==> src/rtl/mtd_pkg.sv <==
`timescale 1ns / 1ps
package mtd_pkg;

  localparam int QUEUE_DEPTH      = 32;
  localparam int NUM_LEVELS       = 3;
  localparam int NUM_EVENTS       = 6;
  localparam int TIMERS_PER_GROUP = 10;
  localparam int G0_TIMERS        = (TIMERS_PER_GROUP < 5) ? TIMERS_PER_GROUP : 5;

  localparam int PTR_W     = $clog2(QUEUE_DEPTH);
  localparam int LVL_W     = (NUM_LEVELS > 1) ? $clog2(NUM_LEVELS) : 1;
  localparam int QSTORE_DEPTH = NUM_LEVELS * QUEUE_DEPTH;
  localparam int QADDR_W   = $clog2(QSTORE_DEPTH);
  localparam int TMR_DEPTH = 4 * TIMERS_PER_GROUP;
  localparam int TADDR_W   = $clog2(TMR_DEPTH);
  localparam int TIDX_W    = (TIMERS_PER_GROUP > 1) ? $clog2(TIMERS_PER_GROUP) : 1;
  localparam int EV_W      = (NUM_EVENTS > 1) ? $clog2(NUM_EVENTS) : 1;
  localparam int NUM_FIXED = 15;
  localparam int FIX_W     = 4;

  typedef enum logic [2:0] {
    KIND_TICK  = 3'd0,
    KIND_POST  = 3'd1,
    KIND_RAISE = 3'd2,
    KIND_ARM   = 3'd3,
    KIND_POLL  = 3'd4
  } kind_e;

  typedef enum logic [1:0] {
    ACT_ACK   = 2'd0,
    ACT_TASK  = 2'd1,
    ACT_EVENT = 2'd2,
    ACT_TIMER = 2'd3
  } action_e;

  typedef enum logic [1:0] {
    REG_DIV_FAST = 2'd0,
    REG_DIV_MID  = 2'd1,
    REG_DIV_SLOW = 2'd2
  } reg_e;

  // Rate groups: base tick, 10 ms, 100 ms, 1000 ms
  typedef enum logic [1:0] {
    RATE_TICK = 2'd0,
    RATE_FAST = 2'd1,
    RATE_MID  = 2'd2,
    RATE_SLOW = 2'd3
  } rate_e;

  typedef struct packed {
    logic [5:0]       id;
    logic [LVL_W-1:0] q;
    rate_e            rate;
  } fixed_t;

  typedef struct packed {
    action_e    action;
    logic [5:0] id;
    logic [1:0] grp;
  } res_t;

  typedef struct packed {
    logic              cap;
    logic              pre;
    logic              enq_fix;
    logic              enq_post;
    logic              ev_set;
    logic              tmr_arm;
    logic              tmr_rd;
    logic              tmr_wr;
    logic              ev_emit;
    logic              q_rd;
    logic              q_pop;
    logic              finish;
    logic [FIX_W-1:0]  fix_idx;
    rate_e             grp;
    logic [TIDX_W-1:0] idx;
    logic [EV_W-1:0]   ev_idx;
  } cmd_t;

  typedef struct packed {
    kind_e      kind;
    logic [2:0] fired;
    logic       ev_pend;
    logic       q_any;
    logic       tmr_hit;
    logic       emit_ok;
    logic       out_free;
  } sts_t;

  function automatic logic [LVL_W-1:0] lvl_q(int lvl);
    int l;
    l = (lvl > NUM_LEVELS) ? NUM_LEVELS : lvl;
    return LVL_W'(l - 1);
  endfunction

  function automatic fixed_t mk_fixed(logic [5:0] id, int lvl, rate_e rate);
    fixed_t r;
    r.id   = id;
    r.q    = lvl_q(lvl);
    r.rate = rate;
    return r;
  endfunction

  // Fixed enqueues in the order a tick performs them
  function automatic fixed_t fixed_task(logic [FIX_W-1:0] n);
    fixed_t r;
    case (n)
      4'd0:    r = mk_fixed(6'h1C, 1, RATE_TICK);
      4'd1:    r = mk_fixed(6'h1D, 1, RATE_FAST);
      4'd2:    r = mk_fixed(6'h00, 1, RATE_FAST);
      4'd3:    r = mk_fixed(6'h0C, 1, RATE_FAST);
      4'd4:    r = mk_fixed(6'h0D, 1, RATE_FAST);
      4'd5:    r = mk_fixed(6'h0E, 1, RATE_FAST);
      4'd6:    r = mk_fixed(6'h21, 2, RATE_FAST);
      4'd7:    r = mk_fixed(6'h01, 1, RATE_MID);
      4'd8:    r = mk_fixed(6'h1E, 1, RATE_MID);
      4'd9:    r = mk_fixed(6'h07, 3, RATE_MID);
      4'd10:   r = mk_fixed(6'h10, 2, RATE_MID);
      4'd11:   r = mk_fixed(6'h11, 2, RATE_MID);
      4'd12:   r = mk_fixed(6'h0A, 1, RATE_SLOW);
      4'd13:   r = mk_fixed(6'h02, 1, RATE_SLOW);
      4'd14:   r = mk_fixed(6'h09, 2, RATE_SLOW);
      default: r = mk_fixed(6'h1C, 1, RATE_TICK);
    endcase
    return r;
  endfunction

endpackage

==> src/rtl/mtd_if.sv <==
`timescale 1ns / 1ps
interface mtd_req_if;
  logic        valid;
  logic        ready;
  logic [2:0]  kind;
  logic [5:0]  task_id;
  logic [1:0]  queue_level;
  logic [5:0]  event_bits;
  logic [1:0]  timer_group;
  logic [3:0]  timer_index;
  logic [15:0] timer_count;

  modport source (output valid, kind, task_id, queue_level, event_bits, timer_group,
                  timer_index, timer_count, input ready);
  modport sink (input valid, kind, task_id, queue_level, event_bits, timer_group,
                timer_index, timer_count, output ready);
endinterface

interface mtd_res_if;
  logic       valid;
  logic       ready;
  logic [1:0] action;
  logic [5:0] call_id;
  logic [1:0] call_group;
  logic       overflow;
  logic       last;

  modport source (output valid, action, call_id, call_group, overflow, last, input ready);
  modport sink (input valid, action, call_id, call_group, overflow, last, output ready);
endinterface

==> src/rtl/multirate_priority_task_dispatcher.sv <==
`timescale 1ns / 1ps
// Task dispatcher with three priority ring queues of 32 task ids, a 5 ms tick
// that drives 10/100/1000 ms prescalers, fixed-rate task enqueues, one-shot
// timers in four rate groups and six pending event bits. One request is taken
// at a time; each produces one or more results, the final one flagged with
// last, and overflow shows the sticky queue overflow flag as it stands once
// the request is done. Post, raise and arm go straight to the final result;
// a poll checks each event bit in turn and then reads the queue. A tick
// runs the prescalers, the fixed enqueue list and then the timers of each
// rate group that fires, one read-modify-write per timer on the timer RAM
// (the 5 timers of the base group are walked on every tick), skipping the
// groups that do not fire, and ends with the final result; a stalled result
// port adds its stall. The queue store and timer counts live in RAMs; timer
// entries carry valid bits so no clearing pass follows reset.
module multirate_priority_task_dispatcher import mtd_pkg::*; (
  input  logic         clk_i,
  input  logic         rst_ni,
  input  logic         cfg_we_i,
  input  logic [1:0]   cfg_idx_i,
  input  logic [7:0]   cfg_wdata_i,
  mtd_req_if.sink      req_i,
  mtd_res_if.source    res_o
);

  cmd_t cmd;
  sts_t sts;

  // sequencer: walks one request through its steps
  mtd_ctrl u_ctrl (
    .clk_i      (clk_i),
    .rst_ni     (rst_ni),
    .in_valid_i (req_i.valid),
    .in_ready_o (req_i.ready),
    .sts_i      (sts),
    .cmd_o      (cmd)
  );

  // queues, timers, prescalers, events and the result register
  mtd_datapath u_dp (
    .clk_i         (clk_i),
    .rst_ni        (rst_ni),
    .cfg_we_i      (cfg_we_i),
    .cfg_idx_i     (cfg_idx_i),
    .cfg_wdata_i   (cfg_wdata_i),
    .kind_i        (req_i.kind),
    .task_id_i     (req_i.task_id),
    .queue_level_i (req_i.queue_level),
    .event_bits_i  (req_i.event_bits),
    .timer_group_i (req_i.timer_group),
    .timer_index_i (req_i.timer_index),
    .timer_count_i (req_i.timer_count),
    .cmd_i         (cmd),
    .sts_o         (sts),
    .out_ready_i   (res_o.ready),
    .out_valid_o   (res_o.valid),
    .action_o      (res_o.action),
    .call_id_o     (res_o.call_id),
    .call_group_o  (res_o.call_group),
    .overflow_o    (res_o.overflow),
    .last_o        (res_o.last)
  );

endmodule

==> src/rtl/mtd_ram.sv <==
`timescale 1ns / 1ps
module mtd_ram #(
  parameter int WIDTH = 8,
  parameter int DEPTH = 32
) (
  input  logic                     clk_i,
  input  logic                     we_i,
  input  logic [$clog2(DEPTH)-1:0] waddr_i,
  input  logic [WIDTH-1:0]         wdata_i,
  input  logic                     re_i,
  input  logic [$clog2(DEPTH)-1:0] raddr_i,
  output logic [WIDTH-1:0]         rdata_o
);

  logic [WIDTH-1:0] mem [DEPTH];
  logic [WIDTH-1:0] rdata_q;

  always_ff @(posedge clk_i) begin
    if (we_i) begin
      mem[waddr_i] <= wdata_i;
    end
    if (re_i) begin
      rdata_q <= mem[raddr_i];
    end
  end

  assign rdata_o = rdata_q;

endmodule

==> src/rtl/mtd_ctrl.sv <==
`timescale 1ns / 1ps
module mtd_ctrl import mtd_pkg::*; (
  input  logic clk_i,
  input  logic rst_ni,
  input  logic in_valid_i,
  output logic in_ready_o,
  input  sts_t sts_i,
  output cmd_t cmd_o
);

  typedef enum logic [3:0] {
    ST_IDLE, ST_DISP, ST_PRE, ST_ENQ, ST_TRD, ST_TWR, ST_EVT, ST_QRD, ST_QPOP, ST_FIN
  } state_e;

  state_e            state_q, state_d;
  logic [FIX_W-1:0]  fix_q, fix_d;
  rate_e             grp_q, grp_d;
  logic [TIDX_W-1:0] idx_q, idx_d;
  logic [EV_W-1:0]   evi_q, evi_d;
  logic              grp_active;
  logic [TIDX_W-1:0] grp_last;

  always_comb begin
    unique case (grp_q)
      RATE_TICK: grp_active = 1'b1;
      RATE_FAST: grp_active = sts_i.fired[0];
      RATE_MID:  grp_active = sts_i.fired[1];
      RATE_SLOW: grp_active = sts_i.fired[2];
      default:   grp_active = 1'b0;
    endcase
    grp_last = (grp_q == RATE_TICK) ? TIDX_W'(G0_TIMERS - 1) : TIDX_W'(TIMERS_PER_GROUP - 1);
  end

  always_comb begin
    state_d        = state_q;
    fix_d          = fix_q;
    grp_d          = grp_q;
    idx_d          = idx_q;
    evi_d          = evi_q;
    in_ready_o     = 1'b0;
    cmd_o          = '0;
    cmd_o.fix_idx  = fix_q;
    cmd_o.grp      = grp_q;
    cmd_o.idx      = idx_q;
    cmd_o.ev_idx   = evi_q;
    unique case (state_q)
      ST_IDLE: begin
        in_ready_o = 1'b1;
        cmd_o.cap  = in_valid_i;
        if (in_valid_i) state_d = ST_DISP;
      end
      ST_DISP: begin
        state_d = ST_FIN;
        unique case (sts_i.kind)
          KIND_TICK:  state_d = ST_PRE;
          KIND_POST:  cmd_o.enq_post = 1'b1;
          KIND_RAISE: cmd_o.ev_set = 1'b1;
          KIND_ARM:   cmd_o.tmr_arm = 1'b1;
          KIND_POLL: begin
            evi_d   = '0;
            state_d = ST_EVT;
          end
          default: ;
        endcase
      end
      ST_PRE: begin
        cmd_o.pre = 1'b1;
        fix_d     = '0;
        state_d   = ST_ENQ;
      end
      ST_ENQ: begin
        cmd_o.enq_fix = 1'b1;
        if (fix_q == FIX_W'(NUM_FIXED - 1)) begin
          grp_d   = RATE_TICK;
          idx_d   = '0;
          state_d = ST_TRD;
        end else begin
          fix_d = fix_q + 1'b1;
        end
      end
      ST_TRD: begin
        if (grp_active) begin
          cmd_o.tmr_rd = 1'b1;
          state_d      = ST_TWR;
        end else if (grp_q == RATE_SLOW) begin
          state_d = ST_FIN;
        end else begin
          grp_d = rate_e'(grp_q + 2'd1);
          idx_d = '0;
        end
      end
      ST_TWR: begin
        // hold while an expiring timer has nowhere to go
        if (!(sts_i.tmr_hit && !sts_i.emit_ok)) begin
          cmd_o.tmr_wr = 1'b1;
          if (idx_q == grp_last) begin
            idx_d = '0;
            if (grp_q == RATE_SLOW) begin
              state_d = ST_FIN;
            end else begin
              grp_d   = rate_e'(grp_q + 2'd1);
              state_d = ST_TRD;
            end
          end else begin
            idx_d   = idx_q + 1'b1;
            state_d = ST_TRD;
          end
        end
      end
      ST_EVT: begin
        if (!(sts_i.ev_pend && !sts_i.emit_ok)) begin
          cmd_o.ev_emit = sts_i.ev_pend;
          if (evi_q == EV_W'(NUM_EVENTS - 1)) state_d = ST_QRD;
          else evi_d = evi_q + 1'b1;
        end
      end
      ST_QRD: begin
        if (sts_i.q_any) begin
          cmd_o.q_rd = 1'b1;
          state_d    = ST_QPOP;
        end else begin
          state_d = ST_FIN;
        end
      end
      ST_QPOP: begin
        if (sts_i.emit_ok) begin
          cmd_o.q_pop = 1'b1;
          state_d     = ST_FIN;
        end
      end
      ST_FIN: begin
        if (sts_i.out_free) begin
          cmd_o.finish = 1'b1;
          state_d      = ST_IDLE;
        end
      end
      default: state_d = ST_IDLE;
    endcase
  end

  always_ff @(posedge clk_i or negedge rst_ni) begin
    if (!rst_ni) begin
      state_q <= ST_IDLE;
      fix_q   <= '0;
      grp_q   <= RATE_TICK;
      idx_q   <= '0;
      evi_q   <= '0;
    end else begin
      state_q <= state_d;
      fix_q   <= fix_d;
      grp_q   <= grp_d;
      idx_q   <= idx_d;
      evi_q   <= evi_d;
    end
  end

endmodule

==> src/rtl/mtd_datapath.sv <==
`timescale 1ns / 1ps
module mtd_datapath import mtd_pkg::*; (
  input  logic        clk_i,
  input  logic        rst_ni,
  input  logic        cfg_we_i,
  input  logic [1:0]  cfg_idx_i,
  input  logic [7:0]  cfg_wdata_i,
  input  logic [2:0]  kind_i,
  input  logic [5:0]  task_id_i,
  input  logic [1:0]  queue_level_i,
  input  logic [5:0]  event_bits_i,
  input  logic [1:0]  timer_group_i,
  input  logic [3:0]  timer_index_i,
  input  logic [15:0] timer_count_i,
  input  cmd_t        cmd_i,
  output sts_t        sts_o,
  input  logic        out_ready_i,
  output logic        out_valid_o,
  output logic [1:0]  action_o,
  output logic [5:0]  call_id_o,
  output logic [1:0]  call_group_o,
  output logic        overflow_o,
  output logic        last_o
);

  // captured request
  logic [2:0]  kind_q;
  logic [5:0]  task_id_q;
  logic [1:0]  level_q;
  logic [5:0]  ebits_q;
  logic [1:0]  tgroup_q;
  logic [3:0]  tindex_q;
  logic [15:0] tcount_q;

  logic [7:0]            div_q [3];
  logic [7:0]            pre_q [3];
  logic [7:0]            pre_dec [3];
  logic [2:0]            fired_q;
  logic [NUM_EVENTS-1:0] pend_q;
  logic                  ovf_q;
  logic [PTR_W-1:0]      rptr_q [NUM_LEVELS];
  logic [PTR_W-1:0]      wptr_q [NUM_LEVELS];
  logic [LVL_W-1:0]      qsel_q;
  logic [TMR_DEPTH-1:0]  tvalid_q;
  logic                  tvrd_q;

  logic              hold_v_q;
  res_t              hold_q;
  logic              out_v_q;
  res_t              out_q;
  logic              out_ovf_q;
  logic              out_last_q;

  // enqueue path
  fixed_t            fx;
  logic              fix_on, post_ok, enq_en, coll;
  logic [LVL_W-1:0]  enq_q;
  logic [5:0]        enq_id;
  logic [PTR_W-1:0]  wp_cur, wp1, wp_new;
  logic [QADDR_W-1:0] q_waddr, q_raddr;
  logic [5:0]        q_rdata;
  logic [LVL_W-1:0]  q_hi;
  logic              q_any;

  // timer path
  logic              arm_ok, t_we, hit;
  logic [TADDR_W-1:0] t_waddr, t_raddr;
  logic [15:0]       t_wdata, t_rdata, tval;

  logic              emit_v, out_free, emit_ok;
  res_t              emit_r;

  function automatic logic [PTR_W-1:0] nxt(logic [PTR_W-1:0] p);
    return (p == PTR_W'(QUEUE_DEPTH - 1)) ? '0 : p + 1'b1;
  endfunction

  function automatic logic [TADDR_W-1:0] taddr(logic [1:0] g, logic [3:0] i);
    return TADDR_W'(g) * TADDR_W'(TIMERS_PER_GROUP) + TADDR_W'(i);
  endfunction

  always_comb begin
    for (int k = 0; k < 3; k++) pre_dec[k] = pre_q[k] - 8'd1;

    fx = fixed_task(cmd_i.fix_idx);
    unique case (fx.rate)
      RATE_TICK: fix_on = 1'b1;
      RATE_FAST: fix_on = fired_q[0];
      RATE_MID:  fix_on = fired_q[1];
      RATE_SLOW: fix_on = fired_q[2];
      default:   fix_on = 1'b0;
    endcase
    post_ok = (level_q != 2'd0) && (int'(level_q) <= NUM_LEVELS);
    enq_en  = (cmd_i.enq_fix && fix_on) || (cmd_i.enq_post && post_ok);
    enq_q   = cmd_i.enq_fix ? fx.q : LVL_W'(level_q - 2'd1);
    enq_id  = cmd_i.enq_fix ? fx.id : task_id_q;
    wp_cur  = wptr_q[enq_q];
    wp1     = nxt(wp_cur);
    coll    = (wp1 == rptr_q[enq_q]);
    wp_new  = coll ? nxt(wp1) : wp1;
    q_waddr = QADDR_W'(enq_q) * QADDR_W'(QUEUE_DEPTH) + QADDR_W'(wp_cur);

    // lowest-numbered non-empty queue wins
    q_hi  = '0;
    q_any = 1'b0;
    for (int l = NUM_LEVELS - 1; l >= 0; l--) begin
      if (wptr_q[l] != rptr_q[l]) begin
        q_hi  = LVL_W'(l);
        q_any = 1'b1;
      end
    end
    q_raddr = QADDR_W'(q_hi) * QADDR_W'(QUEUE_DEPTH) + QADDR_W'(rptr_q[q_hi]);

    arm_ok  = (tgroup_q == 2'd0) ? (int'(tindex_q) < G0_TIMERS)
                                 : (int'(tindex_q) < TIMERS_PER_GROUP);
    tval    = tvrd_q ? t_rdata : 16'd0;
    hit     = (tval == 16'd1);
    t_raddr = taddr(cmd_i.grp, 4'(cmd_i.idx));
    t_waddr = cmd_i.tmr_arm ? taddr(tgroup_q, tindex_q) : t_raddr;
    t_wdata = cmd_i.tmr_arm ? tcount_q : tval - 16'd1;
    t_we    = (cmd_i.tmr_arm && arm_ok) || (cmd_i.tmr_wr && tval != 16'd0);

    emit_v = 1'b0;
    emit_r = '{action: ACT_ACK, id: 6'd0, grp: 2'd0};
    if (cmd_i.tmr_wr && hit) begin
      emit_v = 1'b1;
      emit_r = '{action: ACT_TIMER, id: 6'(cmd_i.idx), grp: 2'(cmd_i.grp)};
    end else if (cmd_i.ev_emit) begin
      emit_v = 1'b1;
      emit_r = '{action: ACT_EVENT, id: 6'(cmd_i.ev_idx), grp: 2'd0};
    end else if (cmd_i.q_pop) begin
      emit_v = 1'b1;
      emit_r = '{action: ACT_TASK, id: q_rdata, grp: 2'd0};
    end

    out_free = !out_v_q || out_ready_i;
    emit_ok  = !hold_v_q || out_free;
  end

  mtd_ram #(.WIDTH(6), .DEPTH(QSTORE_DEPTH)) u_qram (
    .clk_i   (clk_i),
    .we_i    (enq_en),
    .waddr_i (q_waddr),
    .wdata_i (enq_id),
    .re_i    (cmd_i.q_rd),
    .raddr_i (q_raddr),
    .rdata_o (q_rdata)
  );

  mtd_ram #(.WIDTH(16), .DEPTH(TMR_DEPTH)) u_tram (
    .clk_i   (clk_i),
    .we_i    (t_we),
    .waddr_i (t_waddr),
    .wdata_i (t_wdata),
    .re_i    (cmd_i.tmr_rd),
    .raddr_i (t_raddr),
    .rdata_o (t_rdata)
  );

  // request capture and result payload: no reset needed
  always_ff @(posedge clk_i) begin
    if (cmd_i.cap) begin
      kind_q    <= kind_i;
      task_id_q <= task_id_i;
      level_q   <= queue_level_i;
      ebits_q   <= event_bits_i;
      tgroup_q  <= timer_group_i;
      tindex_q  <= timer_index_i;
      tcount_q  <= timer_count_i;
    end
    if (cmd_i.q_rd) qsel_q <= q_hi;
    if (cmd_i.finish) begin
      out_q      <= hold_v_q ? hold_q : '{action: ACT_ACK, id: 6'd0, grp: 2'd0};
      out_ovf_q  <= ovf_q;
      out_last_q <= 1'b1;
    end else if (emit_v) begin
      hold_q <= emit_r;
      if (hold_v_q) begin
        out_q      <= hold_q;
        out_ovf_q  <= ovf_q;
        out_last_q <= 1'b0;
      end
    end
  end

  always_ff @(posedge clk_i or negedge rst_ni) begin
    if (!rst_ni) begin
      div_q    <= '{8'd2, 8'd20, 8'd200};
      pre_q    <= '{8'd2, 8'd20, 8'd200};
      fired_q  <= '0;
      pend_q   <= '0;
      ovf_q    <= 1'b0;
      rptr_q   <= '{default: '0};
      wptr_q   <= '{default: '0};
      tvalid_q <= '0;
      tvrd_q   <= 1'b0;
      hold_v_q <= 1'b0;
      out_v_q  <= 1'b0;
    end else begin
      if (cfg_we_i) begin
        case (reg_e'(cfg_idx_i))
          REG_DIV_FAST: div_q[0] <= cfg_wdata_i;
          REG_DIV_MID:  div_q[1] <= cfg_wdata_i;
          REG_DIV_SLOW: div_q[2] <= cfg_wdata_i;
          default: ;
        endcase
      end
      if (cmd_i.pre) begin
        for (int k = 0; k < 3; k++) begin
          fired_q[k] <= (pre_dec[k] == 8'd0);
          pre_q[k]   <= (pre_dec[k] == 8'd0) ? div_q[k] : pre_dec[k];
        end
        if (pre_dec[1] == 8'd0) pend_q[0] <= 1'b1;
      end
      if (cmd_i.ev_set) pend_q <= pend_q | NUM_EVENTS'(ebits_q);
      if (cmd_i.ev_emit) pend_q[cmd_i.ev_idx] <= 1'b0;
      if (enq_en) begin
        wptr_q[enq_q] <= wp_new;
        if (coll) ovf_q <= 1'b1;
      end
      if (cmd_i.q_pop) rptr_q[qsel_q] <= nxt(rptr_q[qsel_q]);
      if (t_we) tvalid_q[t_waddr] <= 1'b1;
      if (cmd_i.tmr_rd) tvrd_q <= tvalid_q[t_raddr];

      if (out_ready_i) out_v_q <= 1'b0;
      if (cmd_i.finish) begin
        out_v_q  <= 1'b1;
        hold_v_q <= 1'b0;
      end else if (emit_v) begin
        hold_v_q <= 1'b1;
        if (hold_v_q) out_v_q <= 1'b1;
      end
    end
  end

  assign sts_o.kind     = kind_e'(kind_q);
  assign sts_o.fired    = fired_q;
  assign sts_o.ev_pend  = pend_q[cmd_i.ev_idx];
  assign sts_o.q_any    = q_any;
  assign sts_o.tmr_hit  = hit;
  assign sts_o.emit_ok  = emit_ok;
  assign sts_o.out_free = out_free;

  assign out_valid_o  = out_v_q;
  assign action_o     = out_q.action;
  assign call_id_o    = out_q.id;
  assign call_group_o = out_q.grp;
  assign overflow_o   = out_ovf_q;
  assign last_o       = out_last_q;

  a_finish_last: assert property (@(posedge clk_i) disable iff (!rst_ni)
    cmd_i.finish |=> (out_v_q && out_last_q))
    else $error("closing result not marked last");

  a_ovf_sticky: assert property (@(posedge clk_i) disable iff (!rst_ni)
    ovf_q |=> ovf_q)
    else $error("overflow flag dropped");

  a_hold_push: assert property (@(posedge clk_i) disable iff (!rst_ni)
    (emit_v && hold_v_q && !cmd_i.finish) |=> (out_v_q && !out_last_q && hold_v_q))
    else $error("held result not pushed out");

endmodule

==> src/flat_wrapper.sv <==
// flat-port wrapper written by rule: the top's interface ports become plain ports
module multirate_priority_task_dispatcher_flat import mtd_pkg::*;
  (clk_i, rst_ni, cfg_we_i, cfg_idx_i, cfg_wdata_i, req_i_valid, req_i_kind, req_i_task_id, req_i_queue_level, req_i_event_bits, req_i_timer_group, req_i_timer_index, req_i_timer_count, req_i_ready, res_o_valid, res_o_action, res_o_call_id, res_o_call_group, res_o_overflow, res_o_last, res_o_ready);
  mtd_req_if req_i_i ();
  mtd_res_if res_o_i ();
  input  logic clk_i;
  input  logic rst_ni;
  input  logic cfg_we_i;
  input  logic [1:0] cfg_idx_i;
  input  logic [7:0] cfg_wdata_i;
  input wire logic [$bits(req_i_i.valid)-1:0] req_i_valid;
  input wire logic [$bits(req_i_i.kind)-1:0] req_i_kind;
  input wire logic [$bits(req_i_i.task_id)-1:0] req_i_task_id;
  input wire logic [$bits(req_i_i.queue_level)-1:0] req_i_queue_level;
  input wire logic [$bits(req_i_i.event_bits)-1:0] req_i_event_bits;
  input wire logic [$bits(req_i_i.timer_group)-1:0] req_i_timer_group;
  input wire logic [$bits(req_i_i.timer_index)-1:0] req_i_timer_index;
  input wire logic [$bits(req_i_i.timer_count)-1:0] req_i_timer_count;
  output wire logic [$bits(req_i_i.ready)-1:0] req_i_ready;
  output wire logic [$bits(res_o_i.valid)-1:0] res_o_valid;
  output wire logic [$bits(res_o_i.action)-1:0] res_o_action;
  output wire logic [$bits(res_o_i.call_id)-1:0] res_o_call_id;
  output wire logic [$bits(res_o_i.call_group)-1:0] res_o_call_group;
  output wire logic [$bits(res_o_i.overflow)-1:0] res_o_overflow;
  output wire logic [$bits(res_o_i.last)-1:0] res_o_last;
  input wire logic [$bits(res_o_i.ready)-1:0] res_o_ready;
  assign req_i_i.valid = req_i_valid;
  assign req_i_i.kind = req_i_kind;
  assign req_i_i.task_id = req_i_task_id;
  assign req_i_i.queue_level = req_i_queue_level;
  assign req_i_i.event_bits = req_i_event_bits;
  assign req_i_i.timer_group = req_i_timer_group;
  assign req_i_i.timer_index = req_i_timer_index;
  assign req_i_i.timer_count = req_i_timer_count;
  assign req_i_ready = req_i_i.ready;
  assign res_o_valid = res_o_i.valid;
  assign res_o_action = res_o_i.action;
  assign res_o_call_id = res_o_i.call_id;
  assign res_o_call_group = res_o_i.call_group;
  assign res_o_overflow = res_o_i.overflow;
  assign res_o_last = res_o_i.last;
  assign res_o_i.ready = res_o_ready;
  multirate_priority_task_dispatcher u_core (.clk_i(clk_i), .rst_ni(rst_ni), .cfg_we_i(cfg_we_i), .cfg_idx_i(cfg_idx_i), .cfg_wdata_i(cfg_wdata_i), .req_i(req_i_i), .res_o(res_o_i));
endmodule
==> config.mk <==
export PLATFORM = sky130hd
export DESIGN_NAME = multirate_priority_task_dispatcher_flat
export DESIGN_NICKNAME = d
export VERILOG_FILES = /design/src/rtl/mtd_pkg.sv /design/src/rtl/mtd_if.sv /design/src/rtl/multirate_priority_task_dispatcher.sv /design/src/rtl/mtd_ram.sv /design/src/rtl/mtd_ctrl.sv /design/src/rtl/mtd_datapath.sv /design/src/flat_wrapper.sv
export SDC_FILE = /design/constraint.sdc
export NUM_CORES = 2
export LEC_CHECK = 0
export BUFFER_PORTS_ARGS = -buffer_cell sky130_fd_sc_hd__buf_2
export CAP_MARGIN = 20
export CORE_ASPECT_RATIO = 0.8
export CORE_UTILIZATION = 63
export CTS_CLUSTER_DIAMETER = 40
export DETAILED_ROUTE_END_ITERATION = 7
export PLACE_DENSITY = 0.88
export RECOVER_POWER = 25
export SLEW_MARGIN = 20
export SYNTH_ARGS = -nofsm -noshare
export SYNTH_HDL_FRONTEND = slang
export SYNTH_HIERARCHICAL = 1
export SYNTH_SLANG_ARGS = --single-unit
==> constraint.sdc <==
create_clock -name clk_i -period 7 [get_ports clk_i]
set_clock_uncertainty 0.05 [all_clocks]
set_input_delay 1.4 -clock clk_i [delete_from_list [all_inputs] [get_ports clk_i]]
set_output_delay 1.4 -clock clk_i [all_outputs]
set_load 0.01 [all_outputs]
* Word-level counts from Yosys, hierarchy flattened
Memories as Yosys holds them, arrays and structs flattened. A register that Yosys moved wholly into a read port is not among the register bits.
Index checks and enable logic that the tools add are counted.
** Storage, ports and cells
- Flip-flop bits (word level) :: 211
- Bits in writable memories :: 1216
- ROM bits :: 160
- Bits of input ports :: 54
- Output and inout bits :: 14
- Word-level logic and storage cells :: 305
- Memories :: 3
** Memory list
- u_core.u_dp.u_tram.mem :: depth 40, bits a word 16, rd ports 1, clocked after Yosys merged registers in 1, wr ports 1, line mtd_ram.sv:15 : logic [WIDTH-1:0] mem [DEPTH];
- u_core.u_dp.u_qram.mem :: depth 96, bits a word 6, rd ports 1, clocked after Yosys merged registers in 1, wr ports 1, line mtd_ram.sv:15
- (name not given) :: depth 16, bits a word 10, rd ports 1, clocked after Yosys merged registers in 0, wr ports 0, line mtd_pkg.sv:108 : case (n)
** Cells by class
- $add $sub $neg :: 16
- Multiply operators :: 2
- Order comparisons :: 12
- Equal/unequal tests :: 46
- Multiplexer cells :: 127
- Bitwise operators :: 9
- Reduce and logical (&&, ||, !) cells :: 48
** Operator list (count)
- two-way mux 4 bit :: 18
- two-way mux 5 bit :: 14
- two-way mux 1 bit :: 46
- binary-select mux 5 bit (select 2 bit) :: 4
- two-way mux 10 bit :: 4
- bitwise OR 40 bit :: 1
- case mux 4 bit (10 select lines) :: 1
- two-way mux 16 bit :: 2
- bitwise mux 15 bit :: 2
- two-way mux 6 bit :: 5
- zero test 8 bit :: 3
- two-way mux 8 bit :: 3
- != test 2 bit (second input constant) :: 12
- subtractor 8 x 1 -> 8 bit (second input constant) :: 3
- demux 5 bit (select 2 bit) :: 2
- two-way mux 2 bit :: 9
- two-way mux 9 bit :: 2
- == test 16 x 1 -> 1 bit (second input constant) :: 1
- == test 4 x 3 -> 1 bit (second input constant) :: 4
- case mux 4 bit (2 select lines) :: 2
- AND reduction 2 bit :: 8
- nonzero test 16 bit :: 1
- subtractor 16 x 1 -> 16 bit (second input constant) :: 1
- adder 5 x 1 -> 5 bit (second input constant) :: 3
- other kinds (56) :: 109

* Depth between registers and ports, before layout
- Depth after elaboration :: 13
- Depth in mapped cells :: 18
- Depth with buffers taken out :: 17

* By module
The synthesis kept the hierarchy.
** By module, submodules not included
- mtd_ram at u_core.u_dp.u_tram :: instances 1, cells each 1318, area each 25794.7 sq um, sequential area each 19698.9 sq um
- mtd_ram at u_core.u_dp.u_qram :: instances 1, cells each 1082, area each 22841.9 sq um, sequential area each 17476.8 sq um
- mtd_datapath :: instances 1, cells each 960, area each 10238.6 sq um, sequential area each 5175.0 sq um
- mtd_ctrl :: instances 1, cells each 165, area each 1371.3 sq um, sequential area each 425.4 sq um

* Worst setup path after synthesis
No wires, ideal clock.
- Path type :: register to register
- From :: reg u_core.u_ctrl.state_q[2]
- To :: mem u_core.u_dp.u_qram.mem[0][0], data pin
- Library setup time :: 0.949 ns
- Data arrival time :: 4.884 ns
- Data required time :: 6.001 ns
- Setup slack :: 1.117 ns
- Cell stages (with the launch flop) :: 5
- Path buffers :: 2
- Period minus slack after synthesis :: 5.883 ns
- Cell sequence :: dfrtp_1 and4bb_2 buf_2 clkbuf_1 o21ai_0
** RTL lines
- start, declared :: line mtd_ctrl.sv:15 : state_e state_q, state_d;
- start signal, assigned :: line mtd_ctrl.sv:149 : state_q <= state_d;
- end, declared :: line mtd_ram.sv:15

==> flow_summary.json <==
{
  "place_congestion": 0.902,
  "dr.first_iter.drc_count": 5541,
  "fin_crit_sh_pct": 87.9,
  "clockBufferDepth": 3,
  "drive_above_1_share_pct": 18.7,
  "drc_errors": 2,
  "cts_made_buffers": 151,
  "routed_via_density": 7.00,
  "syn_avg_cell_area_sq_um": 17.1,
  "synth_edf_count": 1300,
  "io_buffers": 67,
  "cts.sinks": 1449,
  "post_cts_buffers": 0,
  "setup_viol": 0,
  "globalRouteMet3Util_pct": 8.40,
  "ant_nets": 0,
  "cp_data_arrival_time_ns": 5.97,
  "violations": "design-rule violations, max-capacitance violations, max-slew violations",
  "ys.flop_type": "edfxtp_1",
  "final_cell_area_sq_um": 67000,
  "critPathMaxStageDelay_ns": 3.20,
  "fmax_mhz": 162,
  "cp_max_fo": 96,
  "rsz0062_at_grt": "false",
  "ys_async_sr_fraction_pct": 10.2,
  "nets": 3740,
  "ff2ff_setup_slack_ns": 0.84,
  "yosys_warnings": 6,
  "fp.dieH_microns": 279,
  "cp_slowest_cell": "clkbuf_1",
  "io_pins": 68,
  "critical_path_class": "reg2reg",
  "coreArea_sq_um": 94800,
  "maxCapViolCount": 15,
  "grt_pass1_vias": 34400,
  "routedWlPerCell_microns": 29.9,
  "ys_seq_elements": 1449,
  "grt_max_degree": 123,
  "cts_resized": 0,
  "grt_pass1_wl_microns": 221000,
  "ys_types": 90,
  "stdcell_count": 5016,
  "dpl.cell_count": 4736,
  "worst_pin_slew_ns": 4.59,
  "path_cells": "and4bb_2, o211ai_1, o21ai_4, clkbuf_1",
  "met1_usage_pct": 42.7,
  "hp-class": "reg2reg",
  "status": "complete, but fails checks",
  "fp.dieW_microns": 348,
  "routed_wl_microns": 150000,
  "slew_headroom_pct": -206,
  "cp.required_ns": 6.81,
  "fin_setup_tns_ns": 0,
  "top_usage_layer": "met2",
  "dr.pass1.iters": 8,
  "netlist_area_sq_um": 60200,
  "ys_seq_area_share_pct": 71.0,
  "clkTransAtPathRegs_ns": 0.06,
  "clockRootBuffer": "clkbuf_16",
  "worst_ir_drop_vdd_uv": 577,
  "die-area_sq_um": 96900,
  "initial_core_util_pct": 63.6,
  "synth_cells": 3525,
  "synth.net_count": 3611,
  "crit_path_start_kind": "flip-flop",
  "cp-end-kind": "flip-flop",
  "path_delay_family": "buffers and inverters",
  "hpwl_microns": 84600,
  "cts_tree": "yes",
  "critPathBufInv": 1,
  "vias": 35100,
  "placed_area_sq_um": 62000,
  "area_delta_synth_final_pct": 11.2,
  "hold_viol": 0,
  "synth.area.top_cells": "edfxtp_1 (65%), mux4_2 (7.1%), dfrtp_1 (5.6%)",
  "overflow": 0,
  "num_rows": 101,
  "p_per_area_nw_per_um2": 449,
  "grt_usage_pct": 31.0,
  "leakagePower_nw": 21.5,
  "layout_min_cycle_time_ns": 6.16,
  "cts_hold_buf": 0,
  "antenna_found_initial": 7,
  "netlist.area_leader.share_pct": 64.8,
  "yosysTopAreaCell": "edfxtp_1",
  "slew_viol_final": 835,
  "clkLatencyLatePin_ns": 0.76,
  "h-tree-depth": 4,
  "met2_usage_pct": 47.4
}
-- where the power goes --
group          total (mW)  switching [mW]  internal [mW]
registers            11.5           0.321           11.2
clock network        8.15            3.45           4.70
logic                10.4            6.71           3.73
-- state kept, by name, indices dropped and copies added, names as in the netlist, 6 cells and up --
| name | flops |
|---|---|
| u_core/u_dp/u_tram/mem | 640 |
| u_core/u_dp/call_id_o | 6 |
| u_core/u_dp/tvalid_q | 40 |
| u_core/u_dp/rptr_q | 15 |
| u_core/u_dp/u_qram/mem | 576 |
| u_core/u_dp/tcount_q | 16 |
| u_core/u_dp/wptr_q | 15 |
| u_core/u_dp/ebits_q | 6 |
| u_core/u_dp/hold_q | 10 |
| u_core/u_dp/u_tram/rdata_o | 16 |
| u_core/u_dp/pend_q | 6 |
| u_core/u_dp/pre_q | 24 |
| u_core/u_dp/u_qram/rdata_o | 6 |
| u_core/u_dp/task_id_q | 6 |
| u_core/u_dp/div_q | 24 |
-- Yosys cell counts, drive strengths merged, types with 17 or more instances --
library cell / number
o41ai: 17
a22oi: 73
mux4: 191
ha: 30
mux2i: 322
a221oi: 35
a22o: 34
nand3: 58
a31oi: 24
a21oi: 108
a21o: 64
mux2: 71
edfxtp: 1300
xnor2: 27
inv: 46
dfrtp: 136
nand2: 171
nor2: 222
and2: 21
nand2b: 25
buf: 106
nor3: 38
nor2b: 36
clkbuf: 77
xor2: 23
a211oi: 21
o21ai: 66
o22ai: 24
-- layer usage --
layer | wire length (microns) | up-vias
met5 | 76 | -
met3 | 20200 | 535
met2 | 69000 | 2941
li1 | - | 14200
met4 | 6660 | 10
met1 | 54300 | 17400
-- cell families (layout without fill, tap and decap cells) --
family,Yosys count,after routing,share of synthesized area (%)
AO/OA/AOI/OAI,524,524,6.42
XOR/XNOR,50,50,0.727
adder cells (fa/ha/maj),32,32,0.690
buffers and inverters,229,483,2.13
flip-flops,1449,1449,71.0
multiplexers,584,584,13.8
other,0,1,0
AND/OR/NAND/NOR,657,657,5.21
-- worst register-to-register path, delay by kind of cell (launching register included) --
family	cells	cell delay, ns
compound gates	2	0.42
buf+inv	1	3.20
simple gates	1	0.78
flops	1	0.72
-- worst paths after layout --
check,start,endpoint,cells past startpoint
max in group asynchronous,rst_ni,u_core/u_dp/pre_q[1],2
min,u_core/u_dp/tvalid_q[28],u_core/u_dp/tvalid_q[28],1
min in group asynchronous,rst_ni,u_core/u_dp/tvalid_q[33],1
max,u_core/u_ctrl/state_q[1],u_core/u_dp/u_qram/mem[76][0],4
min reg2reg,u_core/u_dp/tvalid_q[28],u_core/u_dp/tvalid_q[28],1
max reg2reg,u_core/u_ctrl/state_q[1],u_core/u_dp/u_qram/mem[76][0],4
-- stage by stage --
| stage | hold slack (ns) | utilization, % | power, mW | worst slack (ns) |
|---|---|---|---|---|
| 2_1_floorplan | 0.369 | - | 18.5 | 1.12 |
| 3_3_place_gp | 0.383 | 65.4 | 21.1 | 1.48 |
| 3_5_place_dp | 0.390 | 65.4 | 21.4 | 1.30 |
| 4_1_cts | 0.406 | 70.8 | 29.8 | 1.18 |
| 5_1_grt | 0.412 | 70.7 | 30.9 | 0.423 |
| 6_report | 0.404 | 70.7 | 30.1 | 0.844 |
-- area by class of cell --
cell class / instances / area [sq um]
diodes: 1 / 2.50
multi-input cells: 1847 / 16400
fillers: 5282 / 27800
inverters: 46 / 173
well taps: 1236 / 1550
flip-flops and latches: 1449 / 42800
repair buffers: 159 / 1060
clock inverters: 98 / 1140
clock buffers: 180 / 3950
-- placed cells by master, fill, tap and decap left out, types with 69 or more instances in the layout --
cell	synthesis	layout
edfxtp_1	1300	1300
mux2i_1	322	322
nor2_1	221	220
mux4_2	191	191
nand2_1	169	169
clkbuf_16	0	153
dfrtp_1	136	135
a21oi_1	106	103
buf_4	27	74
a22oi_1	73	73
mux2_2	70	69
Power figures use the tool's default switching activity.
